File: src/hw/rtl/zrt_pkg.sv
// Shared constants and types for the zigzag rail transposer.
package zrt_pkg;

  // Fixed field widths.
  localparam int CHAR_W = 8;
  localparam int ROWS_W = 7;

  // Default buffer depth and reset value of the rail count.
  localparam int DEF_MAX_LEN = 64;
  localparam logic [ROWS_W-1:0] ROWS_RESET = 7'd3;

  // Width of the rail period 2*rows-2.
  localparam int PERIOD_W = ROWS_W + 1;

  // Commands from the controller to the address sequencer.
  typedef struct packed {
    logic start;  // load rail count and length, restart at position 0
    logic step;   // advance to the next position of the zigzag order
  } zrt_seq_cmd_t;

endpackage

File: src/hw/rtl/zrt_ram.sv
// Generic single-write, single-read synchronous RAM with registered read data.
module zrt_ram #(
  parameter int WIDTH = 8,
  parameter int DEPTH = 64,
  localparam int ADDR_W = $clog2(DEPTH)
) (
  input  logic              clk,
  input  logic              we,
  input  logic [ADDR_W-1:0] waddr,
  input  logic [WIDTH-1:0]  wdata,
  input  logic              re,
  input  logic [ADDR_W-1:0] raddr,
  output logic [WIDTH-1:0]  rdata
);

  logic [WIDTH-1:0] mem [DEPTH];

  // Write port and registered read port.
  always_ff @(posedge clk) begin
    if (we) begin
      mem[waddr] <= wdata;
    end
    if (re) begin
      rdata <= mem[raddr];
    end
  end

endmodule

File: src/hw/rtl/zrt_seq.sv
// Address sequencer that walks buffer positions in rail fence order.
module zrt_seq #(
  parameter int MAX_LEN = zrt_pkg::DEF_MAX_LEN,
  localparam int ADDR_W = $clog2(MAX_LEN),
  localparam int CNT_W = $clog2(MAX_LEN + 1)
) (
  input  logic                      clk,
  input  logic                      rst,
  input  zrt_pkg::zrt_seq_cmd_t     cmd,
  input  logic [zrt_pkg::ROWS_W-1:0] rows,
  input  logic [CNT_W-1:0]          len,
  output logic [ADDR_W-1:0]         pos
);

  import zrt_pkg::*;

  localparam int SUM_W = ((CNT_W > PERIOD_W) ? CNT_W : PERIOD_W) + 1;

  logic [CNT_W-1:0]    row;
  logic [CNT_W-1:0]    cur;
  logic                phase;
  logic                single;
  logic [PERIOD_W-1:0] period;
  logic [CNT_W-1:0]    len_r;

  logic [SUM_W-1:0] two_row;
  logic [SUM_W-1:0] down_step;
  logic [SUM_W-1:0] sel_step;
  logic [SUM_W-1:0] step_val;
  logic [SUM_W-1:0] nxt;
  logic             wrap;

  // Row i alternates steps of R-2i and 2i; a zero step means a full period.
  always_comb begin
    two_row   = SUM_W'(row) << 1;
    down_step = SUM_W'(period) - two_row;
    sel_step  = phase ? two_row : down_step;
    if (single) begin
      step_val = SUM_W'(1);
    end else if (sel_step == '0) begin
      step_val = SUM_W'(period);
    end else begin
      step_val = sel_step;
    end
    nxt  = SUM_W'(cur) + step_val;
    wrap = (nxt >= SUM_W'(len_r));
  end

  // Position, row and phase registers.
  always_ff @(posedge clk) begin
    if (rst) begin
      row    <= '0;
      cur    <= '0;
      phase  <= 1'b0;
      single <= 1'b1;
      period <= '0;
      len_r  <= '0;
    end else if (cmd.start) begin
      row    <= '0;
      cur    <= '0;
      phase  <= 1'b0;
      single <= (rows <= ROWS_W'(1));
      period <= {rows, 1'b0} - PERIOD_W'(2);
      len_r  <= len;
    end else if (cmd.step) begin
      if (wrap) begin
        row   <= row + CNT_W'(1);
        cur   <= row + CNT_W'(1);
        phase <= 1'b0;
      end else begin
        cur   <= nxt[CNT_W-1:0];
        phase <= ~phase;
      end
    end
  end

  assign pos = cur[ADDR_W-1:0];

endmodule

File: src/hw/rtl/zigzag_rail_transposer.sv
// Top level of the zigzag rail transposer: load control, store and output stage.
//
// Usage: message bytes arrive on the s_axis channel, one per transaction, with
// s_axis_tlast on the final byte. Up to MAX_LEN bytes are kept in a RAM; later
// bytes are dropped and the run is marked truncated. When the final byte is
// taken, the stored bytes leave on the m_axis channel in rail fence order for
// num_rows rails (zero or one rail passes the message through), with
// m_axis_tlast on the last byte of the run and m_axis_tuser set on every byte
// of a truncated run.
// Timing: bytes are taken at one per cycle while loading. After the final byte
// is taken, each result is read from the RAM and then held in the output
// register; the output rate is set by the single RAM read kept in flight ahead
// of the output register. s_axis_tready is low while reads of a run are being
// issued, and returns high once the last read is out.
// A receiver stall holds the output register and pauses the read sequence.
// Reset clears the byte count and truncation flag and sets num_rows to 3; the RAM
// keeps no reset state and only written entries are ever read. The user must
// write the rail count (cfg_we / cfg_wdata) only while idle; it is not checked.
module zigzag_rail_transposer #(
  parameter int MAX_LEN = zrt_pkg::DEF_MAX_LEN
) (
  input  logic                        clk,
  input  logic                        rst,
  // Configuration: num_rows.
  input  logic                        cfg_we,
  input  logic [zrt_pkg::ROWS_W-1:0]  cfg_wdata,
  // Input stream. tdata: in_char[7:0]. tlast: end_of_message.
  input  logic                        s_axis_tvalid,
  output logic                        s_axis_tready,
  input  logic [zrt_pkg::CHAR_W-1:0]  s_axis_tdata,
  input  logic                        s_axis_tlast,
  // Output stream. tdata: out_char[7:0]. tlast: run_last. tuser: truncated.
  output logic                        m_axis_tvalid,
  input  logic                        m_axis_tready,
  output logic [zrt_pkg::CHAR_W-1:0]  m_axis_tdata,
  output logic                        m_axis_tlast,
  output logic                        m_axis_tuser
);

  import zrt_pkg::*;

  localparam int ADDR_W = $clog2(MAX_LEN);
  localparam int CNT_W = $clog2(MAX_LEN + 1);

  localparam logic ST_LOAD = 1'b0;
  localparam logic ST_EMIT = 1'b1;

  logic              state;
  logic [CNT_W-1:0]  count;
  logic              overflow;
  logic [ROWS_W-1:0] num_rows;
  logic [CNT_W-1:0]  run_len;
  logic              run_trunc;
  logic [CNT_W-1:0]  issued;
  logic              rd_pend;
  logic              rd_last;
  logic              rd_trunc;
  logic              out_valid;

  logic              in_acc;
  logic              room;
  logic [CNT_W-1:0]  count_next;
  logic              issue;
  logic              issue_last;
  logic [ADDR_W-1:0] seq_pos;
  logic [CHAR_W-1:0] ram_rdata;
  zrt_seq_cmd_t      seq_cmd;

  // Input handshake and store write decision.
  assign s_axis_tready = (state == ST_LOAD);
  assign in_acc        = s_axis_tvalid && s_axis_tready;
  assign room          = (count < CNT_W'(MAX_LEN));
  assign count_next    = count + CNT_W'(room);

  // One read in flight at a time, issued only when the output register frees.
  assign issue      = (state == ST_EMIT) && !rd_pend && (!out_valid || m_axis_tready);
  assign issue_last = ((issued + CNT_W'(1)) == run_len);

  assign seq_cmd.start = in_acc && s_axis_tlast;
  assign seq_cmd.step  = issue;

  // Configuration register.
  always_ff @(posedge clk) begin
    if (rst) begin
      num_rows <= ROWS_RESET;
    end else if (cfg_we) begin
      num_rows <= cfg_wdata;
    end
  end

  // Load and emit control.
  always_ff @(posedge clk) begin
    if (rst) begin
      state     <= ST_LOAD;
      count     <= '0;
      overflow  <= 1'b0;
      run_len   <= '0;
      run_trunc <= 1'b0;
      issued    <= '0;
      rd_pend   <= 1'b0;
    end else begin
      rd_pend <= issue;
      if (in_acc) begin
        if (s_axis_tlast) begin
          state     <= ST_EMIT;
          run_len   <= count_next;
          run_trunc <= overflow || !room;
          count     <= '0;
          overflow  <= 1'b0;
          issued    <= '0;
        end else begin
          count    <= count_next;
          overflow <= overflow || !room;
        end
      end else if (issue) begin
        issued <= issued + CNT_W'(1);
        if (issue_last) begin
          state <= ST_LOAD;
        end
      end
    end
  end

  // Tags that travel with the read in flight.
  always_ff @(posedge clk) begin
    if (issue) begin
      rd_last  <= issue_last;
      rd_trunc <= run_trunc;
    end
  end

  // Output register.
  always_ff @(posedge clk) begin
    if (rst) begin
      out_valid <= 1'b0;
    end else if (rd_pend) begin
      out_valid <= 1'b1;
    end else if (m_axis_tready) begin
      out_valid <= 1'b0;
    end
  end

  always_ff @(posedge clk) begin
    if (rd_pend) begin
      m_axis_tdata <= ram_rdata;
      m_axis_tlast <= rd_last;
      m_axis_tuser <= rd_trunc;
    end
  end

  assign m_axis_tvalid = out_valid;

  // Message store.
  zrt_ram #(
    .WIDTH (CHAR_W),
    .DEPTH (MAX_LEN)
  ) u_store (
    .clk   (clk),
    .we    (in_acc && room),
    .waddr (count[ADDR_W-1:0]),
    .wdata (s_axis_tdata),
    .re    (issue),
    .raddr (seq_pos),
    .rdata (ram_rdata)
  );

  // Zigzag address sequencer.
  zrt_seq #(
    .MAX_LEN (MAX_LEN)
  ) u_seq (
    .clk  (clk),
    .rst  (rst),
    .cmd  (seq_cmd),
    .rows (num_rows),
    .len  (count_next),
    .pos  (seq_pos)
  );

  // Every read lands in the output register on the next cycle.
  a_read_lands: assert property (@(posedge clk) disable iff (rst)
    rd_pend |=> out_valid)
    else $error("read data did not reach the output register");

  // Reads only touch positions written in the current run.
  a_read_in_range: assert property (@(posedge clk) disable iff (rst)
    issue |-> (CNT_W'(seq_pos) < run_len))
    else $error("read address beyond the stored message");

  // While emitting, fewer reads have been issued than bytes stored.
  a_issue_bound: assert property (@(posedge clk) disable iff (rst)
    (state == ST_EMIT) |-> (issued < run_len))
    else $error("read count overran the run length");

  // A new read never starts while the output register is stalled.
  a_no_overwrite: assert property (@(posedge clk) disable iff (rst)
    (out_valid && !m_axis_tready) |-> !issue)
    else $error("read issued into a stalled output register");

endmodule

File: config.mk
export PLATFORM = sky130hd
export DESIGN_NAME = zigzag_rail_transposer
export DESIGN_NICKNAME = d
export VERILOG_FILES = /design/src/hw/rtl/zrt_pkg.sv /design/src/hw/rtl/zrt_ram.sv /design/src/hw/rtl/zrt_seq.sv /design/src/hw/rtl/zigzag_rail_transposer.sv
export SDC_FILE = /design/constraint.sdc
export NUM_CORES = 1
export LEC_CHECK = 0
export BUFFER_PORTS_ARGS = -buffer_cell sky130_fd_sc_hd__buf_2
export CAP_MARGIN = 20
export CORE_ASPECT_RATIO = 0.8
export CORE_UTILIZATION = 55
export DETAILED_ROUTE_END_ITERATION = 10
export HOLD_SLACK_MARGIN = 0.02
export PLACE_DENSITY = 0.71
export SETUP_SLACK_MARGIN = 0.5
export SLEW_MARGIN = 40
export SYNTH_ARGS = -nofsm -noshare
export SYNTH_HDL_FRONTEND = slang
export SYNTH_SLANG_ARGS = --single-unit
File: constraint.sdc
create_clock -name clk -period 11.7 [get_ports clk]
set_input_delay 0 -clock clk [delete_from_list [all_inputs] [get_ports clk]]
set_output_delay 0 -clock clk [all_outputs]
set_load 0.02 [all_outputs]
==> results of run 1 <==
worst max-delay path by stage:
stage	start	endpoint	cells past startpoint
after global routing	u_seq.row[0]$_SDFFE_PP0P_	u_seq.cur[1]$_SDFFE_PP0P_	24
after detailed placement	u_seq.row[0]$_SDFFE_PP0P_	u_seq.cur[1]$_SDFFE_PP0P_	24
after global placement	u_seq.row[0]$_SDFFE_PP0P_	u_seq.cur[1]$_SDFFE_PP0P_	24
final	u_seq.row[0]$_SDFFE_PP0P_	u_seq.cur[1]$_SDFFE_PP0P_	24
after CTS	u_seq.row[0]$_SDFFE_PP0P_	u_seq.cur[1]$_SDFFE_PP0P_	24
after floorplan	u_seq.row[0]$_SDFFE_PP0P_	u_seq.phase$_SDFFE_PP0P_	26
critical path: stages (launching register included):
cell,delay (ns)
dfxtp_1,0.49
ha_1,0.22
inv_1,0.05
fa_1,0.40
a211o_1,0.33
a21oi_1,0.17
o311ai_2,0.17
nor2_1,0.29
and4_1,0.36
nand2_1,0.10
a31o_2,0.21
fa_1,0.40
nor2b_1,0.16
o31a_1,0.16
nor2_1,0.07
nor2b_1,0.11
nor2_1,0.06
xnor2_1,0.23
ha_1,0.31
a21o_1,0.17
a41oi_1,0.16
o21ai_0,0.16
a211oi_2,0.54
nand2_1,0.22
o311ai_1,0.32
synth_stat cells, types with 6 or more instances:
cell	n
xor2_1	12
xnor2_1	21
mux4_2	168
nand3_1	12
buf_2	12
nor2b_1	6
clkbuf_1	36
o21ai_0	11
nor2_1	118
dfxtp_1	56
ha_1	27
a21oi_1	32
buf_1	18
nor3_1	11
edfxtp_1	532
nand2_1	68
a211oi_1	13
inv_1	28
a21o_1	8
o211ai_1	12
a31oi_1	6
and3_1	8
mux2i_1	14
routing by layer:
metal  share of wire, %  up-vias  GRT usage (%)
met5              0.013        -              0
li1                   -     5350              -
met4                1.7        2           6.08
met1                 44     6391           37.6
met2                 45      500           35.8
met3                8.9       71           5.80
power groups by stage:
stage / registers (mW) / logic, mW / clock network [mW]
after floorplan: 2.36 / 0.172 / 0
after global placement: 2.36 / 0.247 / 0
after detailed placement: 2.37 / 0.253 / 0
after CTS: 2.32 / 0.262 / 1.62
after global routing: 2.32 / 0.283 / 1.70
final: 2.32 / 0.262 / 1.60
per-stage QoR:
step | total power, mW | std cells | util [%] | hold slack, ns
2_1_floorplan | 2.53 | 1296 | - | 0.0989
3_3_place_gp | 2.61 | 1837 | 57.3 | 0.224
3_5_place_dp | 2.62 | 1837 | 57.4 | 0.225
4_1_cts | 4.21 | 1960 | 61.7 | 0.0747
5_1_grt | 4.31 | 1960 | 61.8 | 0.0972
6_report | 4.18 | 1963 | 61.8 | 0.0742
kinds of logic after synthesis:
group	count (synthesis)	share of synthesized area, %
buf+inv	95	1.58
xor+xnor	33	1.20
compound gates	111	3.29
mux	183	16.4
simple gates	257	4.77
fa+ha+maj	29	1.57
flops	588	71.2
state kept, by name, indices dropped and copies added (netlist names), 7 cells and up:
register,cells
u_store.rdata,8
count,7
u_store.mem,512
num_rows,7
run_len,7
m_axis_tdata,8
u_seq.period,7
u_seq.cur,7
u_seq.row,7
issued,7
timing repair:
| item | CTS | global route |
|---|---|---|
| hold buffers | 30 | 0 |
| endpoints found under the hold margin | 72 | 0 |
| setup endpoints to repair | 0 | 0 |
area by class of cell:
| type | instances | area, um^2 |
|---|---|---|
| inverter | 28 | 105 |
| timing repair buffer | 78 | 587 |
| tap | 560 | 701 |
| fill | 2955 | 16500 |
| clock inverter | 22 | 133 |
| clock buffer | 71 | 1430 |
| sequential | 588 | 17100 |
| antenna | 3 | 7.51 |
| multi-input combinational | 613 | 6600 |
==> run summary, run 1 <==
Status = completed
Max Freq = 167 MHz
Slew headroom = 43.1%
Post-synth design cell area = 24000 um^2
CTS Root Cell = clkbuf_16
Post-CTS Setup Bufs = 0
Vias in the first global route = 12.1k
RR Endpoint = u_seq.cur[1]$_SDFFE_PP0P_
Hpwl dp = 31400 um
Number of synthesized register bits = 588
Hold path start = s_axis_tdata[0]
Initial Utilization = 55.7%
Critical Path Fanout Max = 9
Hold path cells = 2
Leakage = 8.30 nW
Die H = 189 um
Fin crit share = 51.0%
Area leader, netlist = edfxtp_1
Seq pwr share = 55.5%
Clock tree sinks = 588
Setup Crit Path Kind = reg2reg
Gr usage total = 24.5%
1st-iter DRT viols = 1396
Worst-skew pair later-pin latency = 0.59 ns
Final RePlAce weighted congestion = 0.860
Ports = 33
Pre-CTS setup slack = 5.92 ns
Switching power total = 0.917 mW
RR Startpoint = u_seq.row[0]$_SDFFE_PP0P_
Die width = 236 um
Worst reg-to-reg setup slack = 5.73 ns
Buffers from clock root to sink, at most = 3
Asr flop ratio synth = 0%
Vias = 12.3k
Clock power share = 38.3%
Switch share = 21.9%
Hold Path Sink = u_store.mem[60][0]$_DFFE_PP_
Setup Total Neg Slack = 0 ns
Routed Antenna Nets = 0
Worst R2R Path Depth = 24
Mean post-synth cell area = 18.5 um^2
Most common cell after layout, fill and taps aside = edfxtp_1
Final max-slew violation count = 0
# rows = 68
CTS Buf Count = 54
Share of total power in combinational logic = 6.3%
H-tree depth = 2
Maximum vdd drop = 189 uV
Sequential share of the synthesized area = 71.2%
EDFF count, synth = 532
Fin nets = 1413
Startpoint types = register
WL per Instance = 27.0 um
Layout cells sized above 1 = 23.5%
Worst Skew = 0.0181 ns
Die area = 44500 um^2
Worst-Margin Slew = 0.852 ns
DR pass1 iterations = 5
Period minus WS final = 5.97 ns
Setup-failing EPs final = 0
Clock-pin slew on the worst setup and hold paths = 0.06 ns
First-pass GRT wire length = 79100 um
Primary FF master, synth = edfxtp_1
Core area = 43100 um^2
P&R area growth vs syn = 11.0%
WL final = 52900 um
Port bufs = 32
Power Internal = 3.27 mW
Max-cap violation count = 0
HP Class = in2reg
Post-Synthesis Cells = 1296
Post-CTS sizing = 0
DRC errors left = 0
Initial antenna violation count = 6
Syn. warnings = 0
Commonest cells after routing, fill and taps aside = 532 x edfxtp_1, 168 x mux4_2, 93 x nor2_1
Largest net degree at the start of global routing = 65
Crit path DAT = 6.44 ns
Vias per cell = 6.27
GR Overflow Total = 0
P per Cell Area = 157 nW/um^2
Final Hold Fails = 0
Critical path required time = 12.17 ns
Final Cell Area = 26700 um^2
Share of the synthesized area in the top cell type = 66.5%
CTS tree = built
Cell Area, Placed = 24800 um^2
Syn nets = 1346
Largest cells by area after synthesis = edfxtp_1 67%, mux4_2 16%, dfxtp_1 4.7%
Crit end category = register
Setup ws final = 5.73 ns
Post-synthesis cell type count = 62
RSZ-0062 raised after global routing = no
No activity file was read; power rests on OpenSTA's default activity.
==> inputs of run 2 (changes only) <==
Clock period 11.7 ns to 5.7 ns, I/O delays scaled along.
==> run summary, run 2 (synthesized netlist as in run 1, its figures left out) <==
Initial Utilization = 55.7%
Setup Total Neg Slack = 0 ns
RR Endpoint = u_seq.row[6]$_SDFFE_PP0P_
Ports = 33
Layout Cells excl Fill = 1983
Critical Path Fanout Max = 6
Hold Slack = 0.0731 ns
Core Util, Final = 63.0%
Buffers from clock root to sink, at most = 3
Final RePlAce weighted congestion = 0.865
1st-iter DRT viols = 1509
Most common cell after layout, fill and taps aside = edfxtp_1
Hold path start = s_axis_tdata[1]
WL final = 52100 um
Worst-Margin Slew = 0.831 ns
Max-cap violation count = 0
Commonest cells after routing, fill and taps aside = 532 x edfxtp_1, 168 x mux4_2, 91 x nor2_1
DRC errors left = 0
Final Hold Fails = 0
RR Startpoint = u_seq.period[1]$_SDFFE_PP0P_
Reg with most FFs = u_store.mem
Vias in the first global route = 12.2k
Startpoint types = register
Initial antenna violation count = 0
P&R area growth vs syn = 13.1%
Maximum vdd drop = 296 uV
Hpwl dp = 31200 um
Status = completed
Slowest CP cell = dfxtp_4
Port bufs = 32
Worst-skew pair later-pin latency = 0.61 ns
H-tree depth = 2
RSZ-0062 raised after global routing = yes
CP max stage delay = 0.37 ns
Worst reg-to-reg setup slack = 0.55 ns
Core area = 43100 um^2
Fin nets = 1429
WL per Instance = 26.3 um
Largest net degree at the start of global routing = 77
Die area = 44500 um^2
Critical path required time = 6.18 ns
Max reg flops = 512
Fin crit share = 90.4%
CTS tree = built
Die H = 189 um
# fillers = 2917
Leading registers by flop count = u_store.mem: 512 flops, m_axis_tdata: 8 flops, u_store.rdata: 8 flops
GR Overflow Total = 0
Setup Crit Path Kind = reg2reg
Antenna cells = 0
Gr usage total = 24.0%
Die width = 236 um
Leakage = 8.52 nW
Period minus WS final = 5.15 ns
Layout cells sized above 1 = 26.5%
Hold Path Sink = u_store.mem[57][1]$_DFFE_PP_
Critical Path Source = u_seq.period[1]$_SDFFE_PP0P_
Routed Antenna Nets = 0
CTS Root Cell = clkbuf_16
Final max-slew violation count = 0
Hold path cells = 2
Clock-pin slew on the worst setup and hold paths = 0.07 ns
Vias per cell = 6.28
CTS Buf Count = 54
Slew headroom = 44.4%
Crit end category = register
HP Class = in2reg
First-pass GRT wire length = 77800 um
P per Cell Area = 330 nW/um^2
Crit path DAT = 5.63 ns
Vias = 12.5k
# rows = 68
Max Freq = 194 MHz
Setup ws final = 0.546 ns
DR pass1 iterations = 5
Clock tree sinks = 588
Dpl cells = 1833
Setup-failing EPs final = 0
Pre-CTS setup slack = 0.159 ns
Worst Skew = 0.0321 ns
Worst R2R Path Depth = 28
==> run 2: cell types whose count changed in the layout (fill, tap and decap cells not counted), sizes merged <==
| cell | change |
|---|---|
| bufinv | +5 |
| buf | +12 |
| clkinv | +5 |
| dlygate4sd3 | +4 |
| clkbuf | -4 |
| clkinvlp | +1 |
| diode | -3 |
==> run 2: area by class of cell <==
type,instances,area [um^2],area share (%)
multi-input combinational,613,6710,24.7
inverter,28,108,0.396
clock buffer,67,1420,5.23
sequential,588,17100,63.0
tap,560,701,2.58
clock inverter,33,333,1.23
timing repair buffer,94,777,2.86
==> run 2: what timing repair did <==
action,CTS,global route
setup buffers,8,7
pin swaps,7,20
endpoints found under the setup margin,15,15
hold buffers,34,0
cloned,0,0
gates resized for setup,10,27
endpoints found under the hold margin,406,0
==> run 2: worst max-delay path by stage <==
stage          slack, ns                   endpoint  cells after the start
6_report            0.55  u_seq.row[6]$_SDFFE_PP0P_                     28
5_1_grt             0.32  u_seq.row[6]$_SDFFE_PP0P_                     28
4_1_cts             0.53   u_seq.phase$_SDFFE_PP0P_                     25
3_5_place_dp        0.16   u_seq.phase$_SDFFE_PP0P_                     25
3_3_place_gp        0.35   u_seq.phase$_SDFFE_PP0P_                     25
2_1_floorplan       0.55   u_seq.phase$_SDFFE_PP0P_                     26
==> run 2: per-stage QoR <==
step | total power [mW] | instance area [um^2]
6_report | 8.97 | 27200
3_5_place_dp | 5.38 | 24800
4_1_cts | 8.98 | 26900
3_3_place_gp | 5.37 | 24700
2_1_floorplan | 5.19 | 24000
5_1_grt | 9.22 | 27200
==> run 2: metal layers <==
metal / GRT usage [%] / routed length (um)
met3: 5.15 / 4460
met2: 35.6 / 23700
met5: 0 / 0
met1: 36.8 / 23000
met4: 5.48 / 908
==> run 2: critical path: cells and delay by family (launching register included) <==
kind | cells | cell delay (ns)
multiplexers | 1 | 0.14
AND/OR/NAND/NOR | 7 | 0.85
AO/OA/AOI/OAI | 10 | 1.79
adder cells (fa/ha/maj) | 4 | 1.14
XOR/XNOR | 1 | 0.20
buffers and inverters | 5 | 0.56
flip-flops | 1 | 0.37
==> run 2: power breakdown <==
group	total (mW)	switching [mW]	leakage [nW]	internal (mW)
clock network	3.59	1.58	0.851	2.01
logic	0.626	0.344	2.42	0.282
registers	4.76	0.0347	5.25	4.73
total	8.97	1.96	8.52	7.02
